**src/rtl/core/frame_loop_playback_controller_defines.svh**
```systemverilog
// assertion macros for the frame loop playback controller
// expects clk and rst_n in the scope where a macro is used
`ifndef FRAME_LOOP_PLAYBACK_CONTROLLER_DEFINES_SVH
`define FRAME_LOOP_PLAYBACK_CONTROLLER_DEFINES_SVH

// same-cycle implication
`define FLPC_ASSERT_IMPL(lbl, ante, cons, msg) \
  lbl: assert property (@(posedge clk) disable iff (!rst_n) (ante) |-> (cons)) else $error(msg);

// next-cycle implication
`define FLPC_ASSERT_NEXT(lbl, ante, cons, msg) \
  lbl: assert property (@(posedge clk) disable iff (!rst_n) (ante) |=> (cons)) else $error(msg);

`endif

```
**src/rtl/core/flpc_pkg.sv**
```systemverilog
// shared types and constants of the frame loop playback controller
// no dependencies
package flpc_pkg;

  localparam logic [2:0] CMD_RECORD = 3'd0;
  localparam logic [2:0] CMD_TICK   = 3'd1;
  localparam logic [2:0] CMD_PLAY   = 3'd2;
  localparam logic [2:0] CMD_PAUSE  = 3'd3;
  localparam logic [2:0] CMD_RESUME = 3'd4;
  localparam logic [2:0] CMD_STOP   = 3'd5;
  localparam logic [2:0] CMD_SEEK   = 3'd6;
  localparam logic [2:0] CMD_CLEAR  = 3'd7;

  localparam logic [2:0] ST_OK        = 3'd0;
  localparam logic [2:0] ST_TOO_SOON  = 3'd1;
  localparam logic [2:0] ST_PLAYING   = 3'd2;
  localparam logic [2:0] ST_OUT_ORDER = 3'd3;
  localparam logic [2:0] ST_FULL      = 3'd4;

  // mode flag bit positions
  localparam int FL_PLAYING = 0;
  localparam int FL_PAUSED  = 1;
  localparam int FL_DONE    = 2;
  localparam int FL_FIRST   = 3;

  localparam logic [2:0] REG_PERIOD   = 3'd0;
  localparam logic [2:0] REG_LOOP     = 3'd1;
  localparam logic [2:0] REG_FI_EN    = 3'd2;
  localparam logic [2:0] REG_FI_TICKS = 3'd3;
  localparam logic [2:0] REG_FO_EN    = 3'd4;
  localparam logic [2:0] REG_FO_TICKS = 3'd5;
  localparam logic [2:0] REG_ALPHA    = 3'd6;

  localparam int NUM_W = 24;
  localparam int DEN_W = 16;
  localparam int QUO_W = 8;

  typedef struct packed {
    logic latch;
    logic exec;
    logic walk_step;
    logic fade_init;
    logic div_in;
    logic div_out;
  } flpc_cmd_t;

  typedef struct packed {
    logic walk;
    logic walk_more;
    logic need_in;
    logic need_out;
    logic div_done;
  } flpc_stat_t;

endpackage

```
**src/rtl/core/flpc_ctrl.sv**
```systemverilog
// control state machine: sequences execute, frame walk, fade divides, result
// depends on flpc_pkg
module flpc_ctrl (
  input  logic                 clk,
  input  logic                 rst_n,
  input  logic                 start,
  output logic                 busy,
  output logic                 out_valid,
  output flpc_pkg::flpc_cmd_t  cmd,
  input  flpc_pkg::flpc_stat_t stat
);
  localparam logic [3:0] S_IDLE = 4'd0;
  localparam logic [3:0] S_EXEC = 4'd1;
  localparam logic [3:0] S_WRD  = 4'd2;
  localparam logic [3:0] S_WCMP = 4'd3;
  localparam logic [3:0] S_FI   = 4'd4;
  localparam logic [3:0] S_FIW  = 4'd5;
  localparam logic [3:0] S_FO   = 4'd6;
  localparam logic [3:0] S_FOW  = 4'd7;
  localparam logic [3:0] S_RESP = 4'd8;

  logic [3:0] state_r, state_nxt;

  always_comb begin
    state_nxt = state_r;
    cmd       = '0;
    out_valid = 1'b0;
    case (state_r)
      S_IDLE: begin
        if (start) begin
          cmd.latch = 1'b1;
          state_nxt = S_EXEC;
        end
      end
      S_EXEC: begin
        cmd.exec  = 1'b1;
        state_nxt = S_WRD;
      end
      S_WRD: begin
        state_nxt = stat.walk ? S_WCMP : S_FI;
      end
      S_WCMP: begin
        if (stat.walk_more) begin
          cmd.walk_step = 1'b1;
          state_nxt     = S_WRD;
        end else begin
          state_nxt = S_FI;
        end
      end
      S_FI: begin
        cmd.fade_init = 1'b1;
        if (stat.need_in) begin
          cmd.div_in = 1'b1;
          state_nxt  = S_FIW;
        end else begin
          state_nxt = S_FO;
        end
      end
      S_FIW: begin
        if (stat.div_done) state_nxt = S_FO;
      end
      S_FO: begin
        if (stat.need_out) begin
          cmd.div_out = 1'b1;
          state_nxt   = S_FOW;
        end else begin
          state_nxt = S_RESP;
        end
      end
      S_FOW: begin
        if (stat.div_done) state_nxt = S_RESP;
      end
      S_RESP: begin
        out_valid = 1'b1;
        state_nxt = S_IDLE;
      end
      default: begin
        state_nxt = S_IDLE;
      end
    endcase
  end

  always_ff @(posedge clk) begin
    if (!rst_n) begin
      state_r <= S_IDLE;
    end else begin
      state_r <= state_nxt;
    end
  end

  assign busy = (state_r != S_IDLE);
endmodule

```
**config.mk**
```make
export PLATFORM = sky130hd
export DESIGN_NAME = flpc_ctrl
export DESIGN_NICKNAME = d
export VERILOG_FILES = /design/src/rtl/core/frame_loop_playback_controller_defines.svh /design/src/rtl/core/flpc_pkg.sv /design/src/rtl/core/flpc_ctrl.sv
export SDC_FILE = /design/constraint.sdc
export NUM_CORES = 1
export LEC_CHECK = 0
export BUFFER_PORTS_ARGS = -buffer_cell sky130_fd_sc_hd__buf_2
export CORE_AREA = 2 2 39 41
export CTS_BUF_LIST = sky130_fd_sc_hd__clkbuf_2
export CTS_CLUSTER_DIAMETER = 200
export DETAILED_ROUTE_END_ITERATION = 8
export DIE_AREA = 0 0 41 43
export MAX_ROUTING_LAYER = met4
export PLACE_DENSITY = 0.57
export SLEW_MARGIN = 40
export SYNTH_ARGS = -nofsm -noshare
export SYNTH_HDL_FRONTEND = slang
export SYNTH_SLANG_ARGS = --single-unit
```
**constraint.sdc**
```tcl
create_clock -name clk -period 3.6 [get_ports clk]
set_clock_uncertainty 0.2 [all_clocks]
set_input_delay 0.54 -clock clk [delete_from_list [all_inputs] [get_ports clk]]
set_output_delay 0.54 -clock clk [all_outputs]
set_load 0.03 [all_outputs]
```
==> flow_summary.json, run 1 <==
{
  "status": "finished, final reports clean",
  "std_cell_rows": 14,
  "rrSetupSlack_ns": 1.99,
  "mostFrequentLayoutCell": "buf_2",
  "track_usage_pct": 12.0,
  "p_leak_nw": 0.195,
  "drt_iter0_drc": 5,
  "fin_crit_ns": 2.09,
  "final_cell_mix": "buf_2 (15), nand2b_1 (5), dfxtp_1 (4)",
  "r2r_start": "state_r[2]$_SDFFE_PN0P_",
  "largest_reg_flops": 4,
  "cp.required_ns": 2.86,
  "cts.sinks": 4,
  "port_buffers": 15,
  "rr_worst_depth": 4,
  "drive_gt1_share_pct": 35.0,
  "setup_ws_ns": 1.51,
  "pin_count": 16,
  "crit_type": "register to output port",
  "synthesis.area_um2": 345,
  "grt_pass1_wl_um": 1410,
  "dieArea_mm2": 0.00176,
  "worstSetupStartpoint": "state_r[0]$_SDFFE_PN0P_",
  "syn-num-nets": 53,
  "clk_path_buf_depth": 2,
  "place_ws_ns": 1.71,
  "worstSkewPairLatency_ns": 0.20,
  "stdcell_area_um2": 432,
  "place_area_um2": 417,
  "insertedDiodeCount": 0,
  "async_reset_ff_share_pct": 0,
  "yosysTopAreaCellShare_pct": 23.2,
  "grt_pass1_vias": 327,
  "synth.area.top_cells": "dfxtp_1 (23%), nand2b_1 (9.1%), nor4_1 (5.4%), a211oi_1 (4.3%), a21boi_1 (4.3%)",
  "cts_made_buffers": 3,
  "timing.hold.ws_ns": 0.416,
  "cts_htree_levels": 1,
  "slew_headroom_pct": 69.6,
  "area_delta_synth_final_pct": 25.0,
  "final.fill_count": 158,
  "synth_cell_types": 27,
  "die_w_um": 41,
  "end_kind": "output port",
  "regMostFlops": "state_r",
  "cts_setup_buffers": 0,
  "fin_util_pct": 31.2,
  "top_regs": "state_r: 4 flops",
  "hold_buffers": 0,
  "grt_max_degree": 17,
  "drc": 0,
  "fin_cells": 76,
  "syn_area_per_cell_um2": 7.67,
  "finalHoldViolations": 0,
  "root_buffer": "clkbuf_2",
  "vias": 361,
  "start_util_pct": 25.0,
  "synth_edf_count": 0,
  "r2r-end": "state_r[0]$_SDFFE_PN0P_",
  "ant_nets": 0,
  "ys_warn_count": 0,
  "worstMarginPinSlew_ns": 0.455,
  "viasPerCell": 4.75,
  "gp_congestion": 0.690,
  "core_area_mm2": 0.00138,
  "min_period_over_period_pct": 57.9,
  "grt-ovfl-total": 0,
  "wire_per_inst_um": 10.4,
  "cts_tree": "done",
  "firstDrtPassIters": 4,
  "finalWirelength_um": 793,
  "hold_path_class": "input pin to register",
  "ys.flop_type": "dfxtp_1",
  "hold_path_depth": 3,
  "critPathMaxFanout": 10,
  "report.final.slew_viol_count": 0,
  "start_kind": "register",
  "rsz0062_at_grt": "no",
  "cts_resized": 0,
  "worstPathArrival_ns": 1.35,
  "synthesis.instances": 45,
  "yosysTopAreaCell": "dfxtp_1",
  "max_freq_mhz": 480,
  "hold_end": "state_r[1]$_SDFFE_PN0P_",
  "tns_ns": 0,
  "yosys_register_bits": 4,
  "cts.clk_slew.worst_paths_ns": 0.05,
  "power_mw": 0.176,
  "setup_viol": 0,
  "finalNetCount": 70,
  "power.density_mw_per_mm2": 409,
  "placed_cells": 73,
  "hold_start": "rst_n",
  "vdd_drop_max_mv": 0.128,
  "drv_cap": 0,
  "synth_seq_area_share_pct": 23.2,
  "antenna_found_initial": 0,
  "die_h_um": 43
}
[worst max path at each step]
stage	cells after the start	endpoint	slack (ns)
6_report	3	cmd[3]	1.51
4_1_cts	3	cmd[3]	1.50
5_1_grt	3	cmd[0]	1.39
2_1_floorplan	2	out_valid	1.28
3_3_place_gp	4	cmd[3]	1.66
3_5_place_dp	4	cmd[3]	1.71
[layer usage]
| metal | share of wire [%] | routed length (um) | track usage (%) | vias to the layer above |
|---|---|---|---|---|
| li1 | - | - | - | 193 |
| met1 | 47 | 370 | 16.7 | 156 |
| met2 | 48 | 377 | 15.6 | 12 |
| met3 | 5.7 | 45 | 1.57 | 0 |
| met4 | 0 | 0 | 8.00 | 0 |
| met5 | 0 | 0 | - | - |
[synth_stat cells, types with 2 or more instances]
cell / n
nand2b_1: 5
dfxtp_1: 4
inv_1: 3
nor4_1: 3
a211oi_1: 2
a21boi_1: 2
nand2_1: 2
nor2_1: 2
nor3_1: 2
nor3b_1: 2
o21ai_1: 2
[power by group]
group	switching [mW]	internal, mW	total [mW]
Combinational	0.0428	0.0289	0.0716
Sequential	0.0145	0.0492	0.0637
Clock	0.0186	0.0224	0.0411
[area by class of cell]
class / count / area [um^2] / share of cell area (%)
Multi-Input combinational cell: 34 / 226 / 52.5
Sequential cell: 4 / 80.1 / 18.6
Timing Repair Buffer: 15 / 75.1 / 17.4
Tap cell: 16 / 20.0 / 4.64
Clock buffer: 3 / 15.0 / 3.48
Inverter: 4 / 15.0 / 3.48
[critical path: stages, from the launching register on]
cell	delay, ns
dfxtp_1	0.55
inv_2	0.08
nor4_1	0.27
buf_2	0.24
[logic make-up (layout without fill, tap and decap cells)]
family          Yosys count  after routing  share of synthesized area (%)
flops                     4              4                           23.2
compound gates            9              9                           17.4
mux                       1              1                           2.90
simple gates             24             24                           45.3
buf+inv                   7             22                           11.2
(Power assumes the default switching activity.)
==> run 2, diff against run 1 <==
--- a/config.mk
+++ b/config.mk
@@ -12,7 +12,7 @@
 export DETAILED_ROUTE_END_ITERATION = 8
 export DIE_AREA = 0 0 41 43
 export MAX_ROUTING_LAYER = met4
-export PLACE_DENSITY = 0.57
+export PLACE_DENSITY = 0.58
 export SLEW_MARGIN = 40
 export SYNTH_ARGS = -nofsm -noshare
 export SYNTH_HDL_FRONTEND = slang
==> constraint.sdc (replaced) <==
create_clock -name clk -period 1.75 [get_ports clk]
set_clock_uncertainty 0.2 [all_clocks]
set_input_delay 0.2625 -clock clk [delete_from_list [all_inputs] [get_ports clk]]
set_output_delay 0.2625 -clock clk [all_outputs]
set_load 0.03 [all_outputs]
==> run 2 against run 1 <==
Net effect:
- final cell count is 2.6% higher
- sequential cell count unchanged
- clock power increased by 100%
- setup slack worse by 1.4 ns
- core utilization rose by 3.7 points
- critical endpoint is now cmd[4]
- sequential power rose by 100%
- global-route usage decreased by 0.22 points
- clock-buffer cell count unchanged
==> flow_summary.json, run 2 (same netlist as run 1, synthesis figures left out) <==
{
  "status": "finished, final reports clean",
  "fin_crit_ns": 1.62,
  "p_leak_nw": 0.213,
  "report.final.slew_viol_count": 0,
  "top_regs": "state_r: 4 flops",
  "mostFrequentLayoutCell": "buf_2",
  "slew_headroom_pct": 79.5,
  "clk_path_buf_depth": 2,
  "fin_cells": 78,
  "power.density_mw_per_mm2": 808,
  "ant_nets": 0,
  "drc": 0,
  "final_cell_mix": "buf_2 (12), nand2b_1 (5), buf_4 (4)",
  "regMostFlops": "state_r",
  "setup_viol": 0,
  "worstSkewPairLatency_ns": 0.21,
  "core_area_mm2": 0.00138,
  "cts_made_buffers": 3,
  "crit_type": "register to output port",
  "placed_cells": 75,
  "min_period_over_period_pct": 92.4,
  "port_buffers": 15,
  "swShare_pct": 42.5,
  "antenna_found_initial": 0,
  "vdd_drop_max_mv": 0.228,
  "final.fill_count": 157,
  "die_w_um": 41,
  "insertedDiodeCount": 0,
  "power_frac_seq_pct": 33.4,
  "cts.sinks": 4,
  "drv_cap": 0,
  "drive_gt1_share_pct": 48.4,
  "finalWirelength_um": 854,
  "die_h_um": 43,
  "std_cell_rows": 14,
  "fin_util_pct": 34.9,
  "grt-ovfl-total": 0,
  "worstMarginPinSlew_ns": 0.306,
  "critPathMaxFanout": 6,
  "start_kind": "register",
  "cts.clk_slew.worst_paths_ns": 0.05,
  "comb_power_share_pct": 45.1,
  "p_int_mw": 0.224,
  "gp_congestion": 0.738,
  "cts_setup_buffers": 0,
  "track_usage_pct": 11.8,
  "grt_pass1_vias": 300,
  "timing.hold.ws_ns": 0.140,
  "firstDrtPassIters": 3,
  "dieArea_mm2": 0.00176,
  "hold_path_class": "input pin to register",
  "finalHoldViolations": 0,
  "worstPathArrival_ns": 1.16,
  "grt_pass1_wl_um": 1320,
  "viasPerCell": 4.79,
  "hpwl_um": 650,
  "clockPowerShare_pct": 21.5,
  "largest_reg_flops": 4,
  "wire_per_inst_um": 10.9,
  "area_delta_synth_final_pct": 39.9,
  "grt_max_degree": 12,
  "tns_ns": 0,
  "pin_count": 16,
  "cts_htree_levels": 1,
  "vias": 374,
  "cp.required_ns": 1.29,
  "drt_iter0_drc": 5,
  "start_util_pct": 25.0,
  "finalNetCount": 72,
  "cts_tree": "done",
  "root_buffer": "clkbuf_2",
  "power.switching_mw": 0.166,
  "rsz0062_at_grt": "no",
  "end_kind": "output port",
  "max_freq_mhz": 618,
  "power_mw": 0.390
}
run 2: timing repair:
| item | CTS | global route |
|---|---|---|
| endpoints found under the setup margin | 3 | 5 |
| hold buffers | 0 | 0 |
| pin swaps | 0 | 1 |
| resized for setup | 2 | 8 |
run 2: power by group through the flow:
stage | combinational [mW] | clock [mW] | sequential [mW]
floorplan | 0.149 | 0 | 0.107
global placement | 0.168 | 0 | 0.125
detailed placement | 0.169 | 0 | 0.126
CTS | 0.169 | 0.0859 | 0.126
global route | 0.194 | 0.0996 | 0.133
finish | 0.176 | 0.0840 | 0.130
run 2: final timing paths:
check,start,to,slack [ns],cells past startpoint
min,rst_n,state_r[3]$_SDFFE_PN0P_,0.14,3
min reg2reg,state_r[3]$_SDFFE_PN0P_,state_r[2]$_SDFFE_PN0P_,0.34,1
max reg2reg,state_r[2]$_SDFFE_PN0P_,state_r[1]$_SDFFE_PN0P_,0.37,4
max,state_r[0]$_SDFFE_PN0P_,cmd[4],0.13,3
run 2: worst max-delay path, cell delays in order, from the launching register on:
cell	delay (ns)
dfxtp_2	0.40
inv_2	0.07
nor4_1	0.24
buf_2	0.24
run 2: per-stage QoR:
step	setup WS, ns	instance area, um^2
finish	0.132	483
global route	0.0111	483
detailed placement	0.150	440
CTS	0.0113	458
floorplan	-0.218	354
global placement	0.116	440
run 2: routing by layer:
layer / up-vias / part of all wire [%] / global-route usage, % / wire [um]
li1: 198 / - / - / -
met1: 162 / 43 / 16.0 / 364
met2: 14 / 49 / 13.8 / 419
met3: 0 / 8.2 / 4.71 / 70
met4: 0 / 0 / 8.00 / 0
met5: - / 0 / - / 0
run 2: final cells by class:
| class | instances | area (um^2) | share of cell area (%) |
|---|---|---|---|
| multi-input cells | 34 | 248 | 51.3 |
| repair buffers | 17 | 97.6 | 20.2 |
| flip-flops and latches | 4 | 87.6 | 18.1 |
| well taps | 16 | 20.0 | 4.15 |
| clock buffers | 3 | 15.0 | 3.11 |
| inverters | 4 | 15.0 | 3.11 |
==> run 3, diff against run 2 <==
--- a/config.mk
+++ b/config.mk
@@ -11,8 +11,10 @@
 export CTS_CLUSTER_DIAMETER = 200
 export DETAILED_ROUTE_END_ITERATION = 8
 export DIE_AREA = 0 0 41 43
+export GPL_ROUTABILITY_DRIVEN = 0
 export MAX_ROUTING_LAYER = met4
 export PLACE_DENSITY = 0.58
+export RECOVER_POWER = 25
 export SLEW_MARGIN = 40
 export SYNTH_ARGS = -nofsm -noshare
 export SYNTH_HDL_FRONTEND = slang
==> run 3 against run 2 <==
Net effect:
- final cell count unchanged
- sequential power about the same
- sequential share of layout area increased by 0.14 points
- sequential cell count unchanged
- die area unchanged
- core utilization decreased by 0.27 points
- first-iteration DRC count increased by 60%
- critical path depth increased by 1
- critical endpoint is now cmd[5]
- hold slack about the same
- clock-buffer cell count unchanged
- via count increased by 0.53%
- register-to-register slack got worse by 0.10 ns
==> flow_summary.json, run 3 (same netlist as run 1, synthesis figures left out) <==
{
  "cts_tree": "done",
  "crit_type": "register to output port",
  "clk_path_buf_depth": 2,
  "grt-ovfl-total": 0,
  "std_cell_rows": 14,
  "hold_path_depth": 3,
  "grt_pass1_vias": 300,
  "tns_ns": 0,
  "drc": 0,
  "max_freq_mhz": 618,
  "max_stage_delay_ns": 0.38,
  "rr_worst_depth": 4,
  "regMostFlops": "state_r",
  "pin_count": 16,
  "top_regs": "state_r: 4 flops",
  "die_h_um": 43,
  "cts.sinks": 4,
  "hold_buffers": 0,
  "insertedDiodeCount": 0,
  "finalNetCount": 72,
  "vias": 376,
  "firstDrtPassIters": 4,
  "cts.clk_slew.worst_paths_ns": 0.04,
  "fin_cells": 78,
  "setup_viol": 0,
  "worstSkewPairLatency_ns": 0.21,
  "track_usage_pct": 11.8,
  "mostFrequentLayoutCell": "buf_2",
  "root_buffer": "clkbuf_2",
  "worstMarginPinSlew_ns": 0.306,
  "ant_nets": 0,
  "cts_made_buffers": 3,
  "critPathMaxFanout": 11,
  "cts_setup_buffers": 0,
  "hpwl_um": 650,
  "grt_pass1_wl_um": 1320,
  "drive_gt1_share_pct": 46.8,
  "drt_iter0_drc": 8,
  "grt_max_degree": 12,
  "final_cell_mix": "buf_2 (12), nand2b_1 (5)",
  "fin_util_pct": 34.6,
  "end_kind": "output port",
  "cp.required_ns": 1.29,
  "antenna_found_initial": 0,
  "area_delta_synth_final_pct": 38.8,
  "wire_per_inst_um": 10.9,
  "cp_slowest_cell": "dfxtp_2",
  "start_kind": "register",
  "report.final.slew_viol_count": 0,
  "power.density_mw_per_mm2": 805,
  "fin_crit_ns": 1.62,
  "placed_cells": 75,
  "largest_reg_flops": 4,
  "port_buffers": 15,
  "rsz0062_at_grt": "no",
  "core_area_mm2": 0.00138,
  "dieArea_mm2": 0.00176,
  "drv_cap": 0,
  "finalHoldViolations": 0,
  "p_leak_nw": 0.209,
  "vdd_drop_max_mv": 0.227,
  "die_w_um": 41,
  "crit_chain": "buf_4 > nand2b_1 > nor2_2 > clkbuf_4",
  "viasPerCell": 4.82,
  "status": "finished, final reports clean",
  "worstPathArrival_ns": 1.16,
  "cts_htree_levels": 1,
  "start_util_pct": 25.0,
  "min_period_over_period_pct": 92.4,
  "finalWirelength_um": 854,
  "hold_path_class": "input pin to register",
  "slew_headroom_pct": 79.5
}
[run 3: cell count changes in the layout (fill, tap and decap cells not counted)]
cell      previous run  this run
buf_4                4         3
clkbuf_1             0         1
[run 3: report_power, final]
part           total [mW]  switching [mW]  internal (mW)  leakage, nW
clock              0.0839          0.0377         0.0462       0.0125
combinational       0.172           0.102         0.0705        0.162
sequential          0.130          0.0263          0.104       0.0347
[run 3: critical path, delay by kind of cell, from the launching register on]
| family | cells | cell delay (ns) |
|---|---|---|
| flip-flops | 1 | 0.38 |
| buffers and inverters | 2 | 0.35 |
| AND/OR/NAND/NOR | 2 | 0.23 |
[run 3: repair_timing]
| item | CTS | global route |
|---|---|---|
| pin swaps | 0 | 1 |
| hold endpoints to repair | 0 | 0 |
| endpoints found under the setup margin | 3 | 5 |
| gates resized for setup | 2 | 8 |
[run 3: path summary, 6_finish.rpt]
check / from / end / slack, ns
setup / recovery: state_r[2]$_SDFFE_PN0P_ / cmd[5] / 0.13
hold / removal: rst_n / state_r[3]$_SDFFE_PN0P_ / 0.14
setup reg to reg: state_r[0]$_SDFFE_PN0P_ / state_r[2]$_SDFFE_PN0P_ / 0.27
hold reg to reg: state_r[3]$_SDFFE_PN0P_ / state_r[2]$_SDFFE_PN0P_ / 0.34
[run 3: per-stage QoR]
step                      power (mW)  area [um^2]  hold WS, ns  setup WS [ns]
after floorplan                0.256          354        0.195         -0.218
after global placement         0.294          440        0.355          0.116
after detailed placement       0.295          440        0.357          0.150
after CTS                      0.381          458        0.140         0.0113
after global routing           0.422          479        0.138         0.0111
final                          0.386          479        0.140          0.132
[run 3: final cells by class]
| cell class | count | area, um^2 |
|---|---|---|
| fillers | 159 | 905 |
| multi-input cells | 34 | 248 |
| inverters | 4 | 15.0 |
| repair buffers | 17 | 93.8 |
| clock buffers | 3 | 15.0 |
| well taps | 16 | 20.0 |
| flip-flops and latches | 4 | 87.6 |
[run 3: per-layer routing]
metal	GRT usage (%)	wire length (um)	vias up
li1	-	-	197
met1	16.0	345	161
met2	13.8	422	18
met3	4.71	85	0
met4	8.00	0	0
met5	-	0	-
